--- src/sv/trix_pkg.sv ---
// ----------------------------------------------------------------------------
// trix_pkg: shared types and constants for the triple EWMA rate-of-change block
// Holds the payload structs, the kind codes, the controller state type, the
// command and status bundles, and the fixed constants of the result path.
// ----------------------------------------------------------------------------
`default_nettype none

package trix_pkg;

  // Smoothing weight register.
  localparam int unsigned ALPHA_W = 17;
  localparam logic [ALPHA_W-1:0] ALPHA_RESET = 17'd13107;

  // Sample kind codes.
  localparam logic [1:0] KIND_SEED   = 2'd0;
  localparam logic [1:0] KIND_TRIAL  = 2'd1;
  localparam logic [1:0] KIND_COMMIT = 2'd2;

  // Result path: percent scale and the clipping limits of a 32-bit result.
  localparam logic [31:0] PCT     = 32'd100;
  localparam logic [31:0] LIM_POS = 32'h7FFF_FFFF;
  localparam logic [31:0] LIM_NEG = 32'h8000_0000;

  // Quotient bits computed by the divider. Any quotient of 2^QBITS or more
  // is already past the clipping point, so only the low QBITS bits matter.
  localparam int unsigned QBITS = 25;
  localparam logic [QBITS-1:0] QLIM = QBITS'(LIM_POS / PCT);
  localparam int unsigned CNT_W = $clog2(QBITS);

  // Input and output transactions.
  typedef struct packed {
    logic [1:0]         kind;
    logic signed [31:0] sample;
  } in_t;

  typedef struct packed {
    logic signed [31:0] trix_value;
    logic               zero_base;
    logic               saturated;
  } out_t;

  // Which of the three averages the shared multiplier works on.
  typedef enum logic [1:0] {
    STG_FIRST,
    STG_SECOND,
    STG_THIRD
  } stage_t;

  // Controller states.
  typedef enum logic [2:0] {
    ST_IDLE,
    ST_MUL,
    ST_ADD,
    ST_DIV_INIT,
    ST_DIV_STEP,
    ST_FINISH
  } state_t;

  // Commands from the controller to the datapath.
  typedef struct packed {
    logic   load;
    logic   mul;
    logic   add;
    stage_t stage;
    logic   div_init;
    logic   div_step;
    logic   finish;
  } cmd_t;

  // Status from the datapath to the controller.
  typedef struct packed {
    logic in_seed;
    logic out_free;
  } status_t;

endpackage

`default_nettype wire

--- src/sv/trix_ctrl.sv ---
// ----------------------------------------------------------------------------
// trix_ctrl: sequencer for the triple EWMA rate-of-change block
// Steps the datapath through three multiply/add pairs, the divider setup,
// the serial division and the final result and commit.
// ----------------------------------------------------------------------------
`default_nettype none

module trix_ctrl (
  input  wire              clk,
  input  wire              rst,
  input  wire              in_valid,
  output logic             in_stall,
  input  trix_pkg::status_t status,
  output trix_pkg::cmd_t    cmd
);

  trix_pkg::state_t state, state_next;
  trix_pkg::stage_t stage, stage_next;
  logic [trix_pkg::CNT_W-1:0] cnt, cnt_next;

  // State, stage and division counter registers.
  always_ff @(posedge clk) begin
    if (rst) begin
      state <= trix_pkg::ST_IDLE;
      stage <= trix_pkg::STG_FIRST;
      cnt   <= '0;
    end else begin
      state <= state_next;
      stage <= stage_next;
      cnt   <= cnt_next;
    end
  end

  // Next state.
  always_comb begin
    state_next = state;
    stage_next = stage;
    cnt_next   = cnt;
    case (state)
      trix_pkg::ST_IDLE: begin
        if (in_valid) begin
          stage_next = trix_pkg::STG_FIRST;
          state_next = status.in_seed ? trix_pkg::ST_FINISH : trix_pkg::ST_MUL;
        end
      end
      trix_pkg::ST_MUL: begin
        state_next = trix_pkg::ST_ADD;
      end
      trix_pkg::ST_ADD: begin
        case (stage)
          trix_pkg::STG_FIRST: begin
            stage_next = trix_pkg::STG_SECOND;
            state_next = trix_pkg::ST_MUL;
          end
          trix_pkg::STG_SECOND: begin
            stage_next = trix_pkg::STG_THIRD;
            state_next = trix_pkg::ST_MUL;
          end
          default: begin
            state_next = trix_pkg::ST_DIV_INIT;
          end
        endcase
      end
      trix_pkg::ST_DIV_INIT: begin
        cnt_next   = trix_pkg::CNT_W'(trix_pkg::QBITS - 1);
        state_next = trix_pkg::ST_DIV_STEP;
      end
      trix_pkg::ST_DIV_STEP: begin
        if (cnt == '0) begin
          state_next = trix_pkg::ST_FINISH;
        end else begin
          cnt_next = cnt - 1'b1;
        end
      end
      trix_pkg::ST_FINISH: begin
        if (status.out_free) begin
          state_next = trix_pkg::ST_IDLE;
        end
      end
      default: begin
        state_next = trix_pkg::ST_IDLE;
      end
    endcase
  end

  // Outputs.
  always_comb begin
    cmd          = '0;
    cmd.stage    = stage;
    in_stall     = 1'b1;
    case (state)
      trix_pkg::ST_IDLE: begin
        in_stall = 1'b0;
        cmd.load = in_valid;
      end
      trix_pkg::ST_MUL:      cmd.mul      = 1'b1;
      trix_pkg::ST_ADD:      cmd.add      = 1'b1;
      trix_pkg::ST_DIV_INIT: cmd.div_init = 1'b1;
      trix_pkg::ST_DIV_STEP: cmd.div_step = 1'b1;
      trix_pkg::ST_FINISH:   cmd.finish   = status.out_free;
      default: begin
        in_stall = 1'b1;
      end
    endcase
  end

  // The division always runs its full count before the result step.
  a_div_len: assert property (@(posedge clk) disable iff (rst)
    (state == trix_pkg::ST_FINISH) && $past(state == trix_pkg::ST_DIV_STEP)
      |-> $past(cnt == '0))
    else $error("division left before its last step");

endmodule

`default_nettype wire

--- src/sv/trix_dp.sv ---
// ----------------------------------------------------------------------------
// trix_dp: datapath for the triple EWMA rate-of-change block
// Holds the stored averages, the weight register, one shared multiplier,
// a restoring divider one quotient bit a cycle, and the output register.
// ----------------------------------------------------------------------------
`default_nettype none

module trix_dp #(
  parameter int DATA_WIDTH = 32,
  parameter int FRAC_BITS  = 16
) (
  input  wire                                clk,
  input  wire                                rst,
  input  trix_pkg::cmd_t                     cmd,
  output trix_pkg::status_t                  status,
  input  trix_pkg::in_t                      in_data,
  input  wire                                cfg_write,
  input  wire [trix_pkg::ALPHA_W-1:0]        cfg_data,
  input  wire                                out_stall,
  output logic                               out_valid,
  output trix_pkg::out_t                     out_data
);

  localparam int DW = DATA_WIDTH;
  localparam int PW = DW + trix_pkg::ALPHA_W + 2;   // product width
  localparam int SW = PW + 1;                       // average sum width
  localparam int NW = DW + 1 + FRAC_BITS;           // dividend width
  localparam int XW = 65;                           // sample clamp width
  localparam int QB = trix_pkg::QBITS;

  localparam logic signed [SW-1:0] SMAX = {{(SW-DW+1){1'b0}}, {(DW-1){1'b1}}};
  localparam logic signed [SW-1:0] SMIN = ~SMAX;
  localparam logic signed [XW-1:0] XMAX = {{(XW-DW+1){1'b0}}, {(DW-1){1'b1}}};
  localparam logic signed [XW-1:0] XMIN = ~XMAX;

  // Registers.
  logic [trix_pkg::ALPHA_W-1:0] alpha;
  logic signed [DW-1:0] avg1, avg2, avg3;
  logic signed [DW-1:0] e1, e2, e3;
  logic signed [DW-1:0] x;
  logic [1:0]           kind;
  logic signed [PW-1:0] prod;
  logic [DW-1:0]        bmag;
  logic                 neg;
  logic                 ovf;
  logic [DW:0]          rem;
  logic [QB-1:0]        lowbits;
  logic [QB-1:0]        quo;

  // Combinational signals.
  logic signed [XW-1:0] xs;
  logic signed [DW-1:0] x_in;
  logic signed [DW-1:0] mul_in, mul_last;
  logic signed [DW:0]   d;
  logic signed [trix_pkg::ALPHA_W:0] alpha_s;
  logic signed [PW-1:0] step;
  logic signed [SW-1:0] sum;
  logic signed [DW-1:0] ewma;
  logic signed [DW:0]   diff;
  logic [DW:0]          dmag;
  logic [NW-1:0]        num;
  logic [DW:0]          trial;
  logic                 qbit;
  logic [31:0]          lim;
  logic [31:0]          m_raw;
  logic [31:0]          m;
  logic                 sat;
  logic                 base_zero;
  trix_pkg::out_t       result;

  assign status.in_seed  = (in_data.kind == trix_pkg::KIND_SEED);
  assign status.out_free = !out_valid || !out_stall;

  // Sample clamped to the average width.
  always_comb begin
    xs = XW'($signed(in_data.sample));
    if (xs > XMAX) begin
      x_in = DW'(XMAX);
    end else if (xs < XMIN) begin
      x_in = DW'(XMIN);
    end else begin
      x_in = DW'(xs);
    end
  end

  // Operand selection for the shared multiplier and adder.
  always_comb begin
    case (cmd.stage)
      trix_pkg::STG_FIRST: begin
        mul_in   = x;
        mul_last = avg1;
      end
      trix_pkg::STG_SECOND: begin
        mul_in   = e1;
        mul_last = avg2;
      end
      trix_pkg::STG_THIRD: begin
        mul_in   = e2;
        mul_last = avg3;
      end
      default: begin
        mul_in   = x;
        mul_last = avg1;
      end
    endcase
  end

  // New average: last plus the floored weighted step, clipped to the width.
  always_comb begin
    d       = (DW+1)'(mul_in) - (DW+1)'(mul_last);
    alpha_s = $signed({1'b0, alpha});
    step    = prod >>> FRAC_BITS;
    sum     = SW'(mul_last) + SW'(step);
    if (sum > SMAX) begin
      ewma = DW'(SMAX);
    end else if (sum < SMIN) begin
      ewma = DW'(SMIN);
    end else begin
      ewma = DW'(sum);
    end
  end

  // Divider operands and one restoring step.
  always_comb begin
    diff  = (DW+1)'(e3) - (DW+1)'(avg3);
    dmag  = diff[DW] ? (DW+1)'(-diff) : (DW+1)'(diff);
    num   = NW'(dmag) << FRAC_BITS;
    trial = {rem[DW-1:0], lowbits[QB-1]};
    qbit  = (trial >= (DW+1)'(bmag));
  end

  // Final result from the quotient.
  always_comb begin
    base_zero = (avg3 == '0);
    lim       = neg ? trix_pkg::LIM_NEG : trix_pkg::LIM_POS;
    m_raw     = 32'(quo) * trix_pkg::PCT;
    sat       = 1'b0;
    m         = m_raw;
    if (ovf || (quo > trix_pkg::QLIM) || (m_raw > lim)) begin
      m   = lim;
      sat = 1'b1;
    end
    result = '0;
    if (kind != trix_pkg::KIND_SEED) begin
      if (base_zero) begin
        result.zero_base = 1'b1;
      end else begin
        result.trix_value = neg ? $signed(32'(-m)) : $signed(m);
        result.saturated  = sat;
      end
    end
  end

  // Weight register.
  always_ff @(posedge clk) begin
    if (rst) begin
      alpha <= trix_pkg::ALPHA_RESET;
    end else if (cfg_write) begin
      alpha <= cfg_data;
    end
  end

  // Stored averages, updated by a seed or a commit at the result step.
  always_ff @(posedge clk) begin
    if (rst) begin
      avg1 <= '0;
      avg2 <= '0;
      avg3 <= '0;
    end else if (cmd.finish) begin
      if (kind == trix_pkg::KIND_SEED) begin
        avg1 <= x;
        avg2 <= x;
        avg3 <= x;
      end else if (kind == trix_pkg::KIND_COMMIT) begin
        avg1 <= e1;
        avg2 <= e2;
        avg3 <= e3;
      end
    end
  end

  // Working registers: capture, multiply, add and divide.
  always_ff @(posedge clk) begin
    if (cmd.load) begin
      x    <= x_in;
      kind <= in_data.kind;
    end
    if (cmd.mul) begin
      prod <= PW'(alpha_s) * PW'(d);
    end
    if (cmd.add) begin
      case (cmd.stage)
        trix_pkg::STG_FIRST:  e1 <= ewma;
        trix_pkg::STG_SECOND: e2 <= ewma;
        default:              e3 <= ewma;
      endcase
    end
    if (cmd.div_init) begin
      bmag    <= avg3[DW-1] ? DW'(-avg3) : DW'(avg3);
      neg     <= diff[DW] ^ avg3[DW-1];
      ovf     <= (num >> QB) >= NW'(avg3[DW-1] ? DW'(-avg3) : DW'(avg3));
      rem     <= (DW+1)'(num >> QB);
      lowbits <= num[QB-1:0];
    end else if (cmd.div_step) begin
      rem     <= qbit ? (trial - (DW+1)'(bmag)) : trial;
      lowbits <= {lowbits[QB-2:0], 1'b0};
      quo     <= {quo[QB-2:0], qbit};
    end
  end

  // Output register.
  always_ff @(posedge clk) begin
    if (rst) begin
      out_valid <= 1'b0;
    end else if (cmd.finish) begin
      out_valid <= 1'b1;
    end else if (!out_stall) begin
      out_valid <= 1'b0;
    end
  end

  always_ff @(posedge clk) begin
    if (cmd.finish) begin
      out_data <= result;
    end
  end

  // The stored averages only move at a result step.
  a_avg_hold: assert property (@(posedge clk) disable iff (rst)
    !$past(rst) && !$past(cmd.finish) |-> $stable(avg3) && $stable(avg1))
    else $error("stored averages changed outside a result step");

  // A zero base forces a zero, unclipped result.
  a_zero_base: assert property (@(posedge clk) disable iff (rst)
    out_valid && out_data.zero_base |-> (out_data.trix_value == '0) && !out_data.saturated)
    else $error("zero base with nonzero result");

  // A clipped result sits at one of the two limits.
  a_sat_lim: assert property (@(posedge clk) disable iff (rst)
    out_valid && out_data.saturated |->
      (out_data.trix_value == $signed(trix_pkg::LIM_POS)) ||
      (out_data.trix_value == $signed(trix_pkg::LIM_NEG)))
    else $error("clipped result not at a limit");

endmodule

`default_nettype wire

--- src/sv/triple_ewma_rate_of_change.sv ---
// ----------------------------------------------------------------------------
// triple_ewma_rate_of_change: TRIX rate of change of a triple EWMA
// Cascades three exponential averages of a Q16.16 sample and gives the
// percent change of the third one, with seed, trial and commit kinds.
// ----------------------------------------------------------------------------
//
//   Channel   Signals                       Direction  Transaction
//   input     in_valid, in_stall, in_data   in         valid & !stall
//   output    out_valid, out_stall, out_data out       valid & !stall
//   config    cfg_write, cfg_data           in         cfg_write
//
// An update holds the block from the accepting cycle through three
// multiply/add pairs, one divider setup, 25 divider steps and one result step,
// with its result registered at the result step. A seed skips to that step.
// The result step waits while an earlier result is stalled at the output.
// Reset is synchronous: averages clear to zero and the weight to 13107.
// ----------------------------------------------------------------------------
`default_nettype none

module triple_ewma_rate_of_change #(
  parameter int DATA_WIDTH = 32,
  parameter int FRAC_BITS  = 16
) (
  input  wire                          clk,
  input  wire                          rst,
  input  wire                          in_valid,
  output logic                         in_stall,
  input  trix_pkg::in_t                in_data,
  output logic                         out_valid,
  input  wire                          out_stall,
  output trix_pkg::out_t               out_data,
  input  wire                          cfg_write,
  input  wire [trix_pkg::ALPHA_W-1:0]  cfg_data
);

  trix_pkg::cmd_t    cmd;
  trix_pkg::status_t status;

  // Sequencer.
  trix_ctrl u_ctrl (
    .clk      (clk),
    .rst      (rst),
    .in_valid (in_valid),
    .in_stall (in_stall),
    .status   (status),
    .cmd      (cmd)
  );

  // Arithmetic and storage.
  trix_dp #(
    .DATA_WIDTH (DATA_WIDTH),
    .FRAC_BITS  (FRAC_BITS)
  ) u_dp (
    .clk       (clk),
    .rst       (rst),
    .cmd       (cmd),
    .status    (status),
    .in_data   (in_data),
    .cfg_write (cfg_write),
    .cfg_data  (cfg_data),
    .out_stall (out_stall),
    .out_valid (out_valid),
    .out_data  (out_data)
  );

endmodule

`default_nettype wire

--- config.mk ---
export PLATFORM = sky130hd
export DESIGN_NAME = triple_ewma_rate_of_change
export DESIGN_NICKNAME = d
export VERILOG_FILES = /design/src/sv/trix_pkg.sv /design/src/sv/trix_ctrl.sv /design/src/sv/trix_dp.sv /design/src/sv/triple_ewma_rate_of_change.sv
export SDC_FILE = /design/constraint.sdc
export NUM_CORES = 2
export LEC_CHECK = 0
export ABC_AREA = 1
export CAP_MARGIN = 25
export CORE_MARGIN = 1
export CORE_UTILIZATION = 60
export CTS_CLUSTER_SIZE = 40
export DETAILED_ROUTE_END_ITERATION = 12
export DONT_BUFFER_PORTS = 1
export MAX_ROUTING_LAYER = met4
export PLACE_DENSITY = 0.74
export SLEW_MARGIN = 15
export SYNTH_ARGS = -nofsm -noshare
export SYNTH_HDL_FRONTEND = slang
export SYNTH_SLANG_ARGS = --single-unit
--- constraint.sdc ---
create_clock -name clk -period 11.2 [get_ports clk]
set_clock_uncertainty 0.15 [all_clocks]
set_input_delay 0.56 -clock clk [delete_from_list [all_inputs] [get_ports clk]]
set_output_delay 0.56 -clock clk [all_outputs]
set_load 0.02 [all_outputs]
==> reports/qor.yml <==
netlist_area_um2: 52100
num_io_pins: 92
grtUsageTotal_pct: 36.4
place.gp.congestion: 1.04
coreArea_um2: 85500
vias: 45100
finalCriticalPeriod_ns: 10.14
grt_remaining_overflow: 0
critPathMaxStageDelay_ns: 0.79
drt_wl_total_um: 156000
dp_hpwl_um: 124000
crit_type: "register to register"
seq_area_frac_synth_pct: 21.8
io_buffers: 0
clkTransAtPathRegs_ns: 0.08
clkLatencyLatePin_ns: 0.63
rsz0062_at_grt: "false"
synth-edff-count: 290
setup_violations: 0
cts.path.max_buffers: 3
cp-end-kind: "register"
rows: 107
htree_levels: 2
ys.warnings.count: 0
crit_slowest_cell: "o21ai_0"
max_clock_freq_ghz: 0.0986
drv_slew: 0
nets: 7748
cap_violations: 0
synth.avg_cell_area_um2: 7.66
min_path_type: "primary input to register"
cts_resized: 0
synth_cell_types: 68
first_pass_iters: 8
synth_largest_area_cell: "fa_1"
crit_start: "u_ctrl.stage[0]$_SDFFE_PP0P_"
ctsRootBufferMaster: "clkbuf_16"
synthCells: 6801
critPathArrivalTime_ns: 10.38
viasPerCell: 5.70
synth_fp_nets: 7825
drtIter0Drc: 3331
grt_antenna_before_repair: 5
worst_slack_ns: 1.06
die_height_um: 297
min_from: "cfg_data[10]"
drive_gt1_share_pct: 4.47
max_slew_margin_pct: 28.3
grt_pass1_vias: 45400
synth_area_leaders: "fa_1 (21%), edfxtp_1 (17%), inv_1 (10%), nand2_1 (10%), ha_1 (9.8%)"
fin_crit_sh_pct: 90.5
worst_slew_pin_slew_ns: 1.07
initial_core_util_pct: 60.9
start_kind: "register"
ys_seq_elements: 422
setup_tns_ns: 0
layout_common_cells: "inv_1 (1396), nand2_1 (1389), nor2_1 (613), fa_1 (558), ha_1 (409)"
utilization_pct: 64.7
synthFlopType: "edfxtp_1"
tritoncts: "built"
ant_nets: 0
synth_top_area_share_pct: 21.4
grt_pass1_wl_um: 245000
status: "complete, no violations"
r2r_start: "u_ctrl.stage[0]$_SDFFE_PP0P_"
die_w_um: 297
synth-async-reset-ratio_pct: 0
final_common_cell: "inv_1"
cts_buffers: 48
crit_required_ns: 11.44
crit_top_cell: "inv_1"
cts.sinks: 422
place_inst: 7764
grt_max_degree: 114
drc: 0
syn2layout_area_growth_pct: 6.27
cp_max_fo: 58
die_area_um2: 88000
wl_per_cell_um: 19.7
place_ws_ns: 1.14
layoutNonFillerInstCount: 7918
hold_violations: 0
==> synthesized netlist by cell type, drive strengths merged, types with 58 or more instances <==
library cell     n
a21oi          398
clkbuf         193
dfxtp          132
edfxtp         290
fa             558
ha             410
inv           1403
nand2         1419
nand3          306
nand4           68
nor2           632
nor3            58
o21ai          368
o221ai          59
or2             65
xor2           129
==> cells by family after synthesis <==
logic type | count (synthesis) | synth area share, %
simple gates | 2575 | 20.7
buf+inv | 1653 | 12.2
compound gates | 999 | 10.9
fa+ha+maj | 968 | 31.3
flops | 422 | 21.8
xor+xnor | 184 | 3.22
==> per-layer routing <==
| metal | vias up | part of all wire [%] | track usage (%) |
|---|---|---|---|
| met4 | 0 | 5.4 | 16.6 |
| met5 | - | 0 | - |
| met1 | 21300 | 39 | 44.4 |
| met3 | 514 | 8.2 | 5.84 |
| met2 | 2052 | 47 | 59.4 |
| li1 | 21300 | - | - |
==> worst max-delay path: cells and delay by family (launching register included) <==
family | cells | cell delay (ns)
compound gates | 9 | 2.70
xor+xnor | 1 | 0.16
fa+ha+maj | 9 | 4.35
buf+inv | 9 | 0.85
flops | 1 | 0.34
simple gates | 9 | 1.31
==> through the flow <==
stage          area, um2  hold slack, ns
2_1_floorplan      52100           0.276
3_3_place_gp       53000           0.290
3_5_place_dp       53100           0.297
4_1_cts            55300         0.00144
5_1_grt            55400          0.0179
6_report           55400          0.0305
==> area by class of cell <==
type	count	area (um2)
Multi-Input combinational cell	4726	34500
Fill cell	7562	30200
Sequential cell	422	11400
Inverter	1414	5310
Tap cell	1144	1430
Clock buffer	58	1270
Timing Repair Buffer	112	1060
Clock inverter	31	428
Antenna cell	11	27.5
==> sequential cells by signal (all words and copies together) (netlist names), 2 cells and up <==
register	cells
u_dp.e2	32
u_dp.e3	32
u_dp.prod	35
u_dp.avg2	32
u_dp.avg1	32
u_dp.avg3	32
u_dp.e1	32
u_dp.bmag	32
u_ctrl.state	3
u_dp.kind	2
u_dp.out_data	33
u_dp.x	32
u_ctrl.stage	2
u_dp.alpha	17
u_dp.lowbits	9
u_ctrl.cnt	5
u_dp.quo	25
u_dp.rem	32
==> worst paths after layout <==
| path | endpoint | slack (ns) | cells past startpoint |
|---|---|---|---|
| worst min-delay path | u_dp.alpha[10]$_SDFFE_PP0P_ | 0.03 | 2 |
| worst min register to register | u_ctrl.cnt[0]$_SDFFE_PP0P_ | 0.30 | 1 |
| worst max register to register | u_dp.prod[34]$_DFFE_PP_ | 1.06 | 37 |
| worst max-delay path | u_dp.prod[34]$_DFFE_PP_ | 1.06 | 37 |
==> timing repair <==
action,4_1_cts,5_1_grt
endpoints found under the setup margin,0,0
hold buffers,51,0
buffers inserted,0,0
endpoints found under the hold margin,86,0
Power is not shown: default switching activity piles up to over one toggle a cycle in this logic, so the estimate is an artifact.
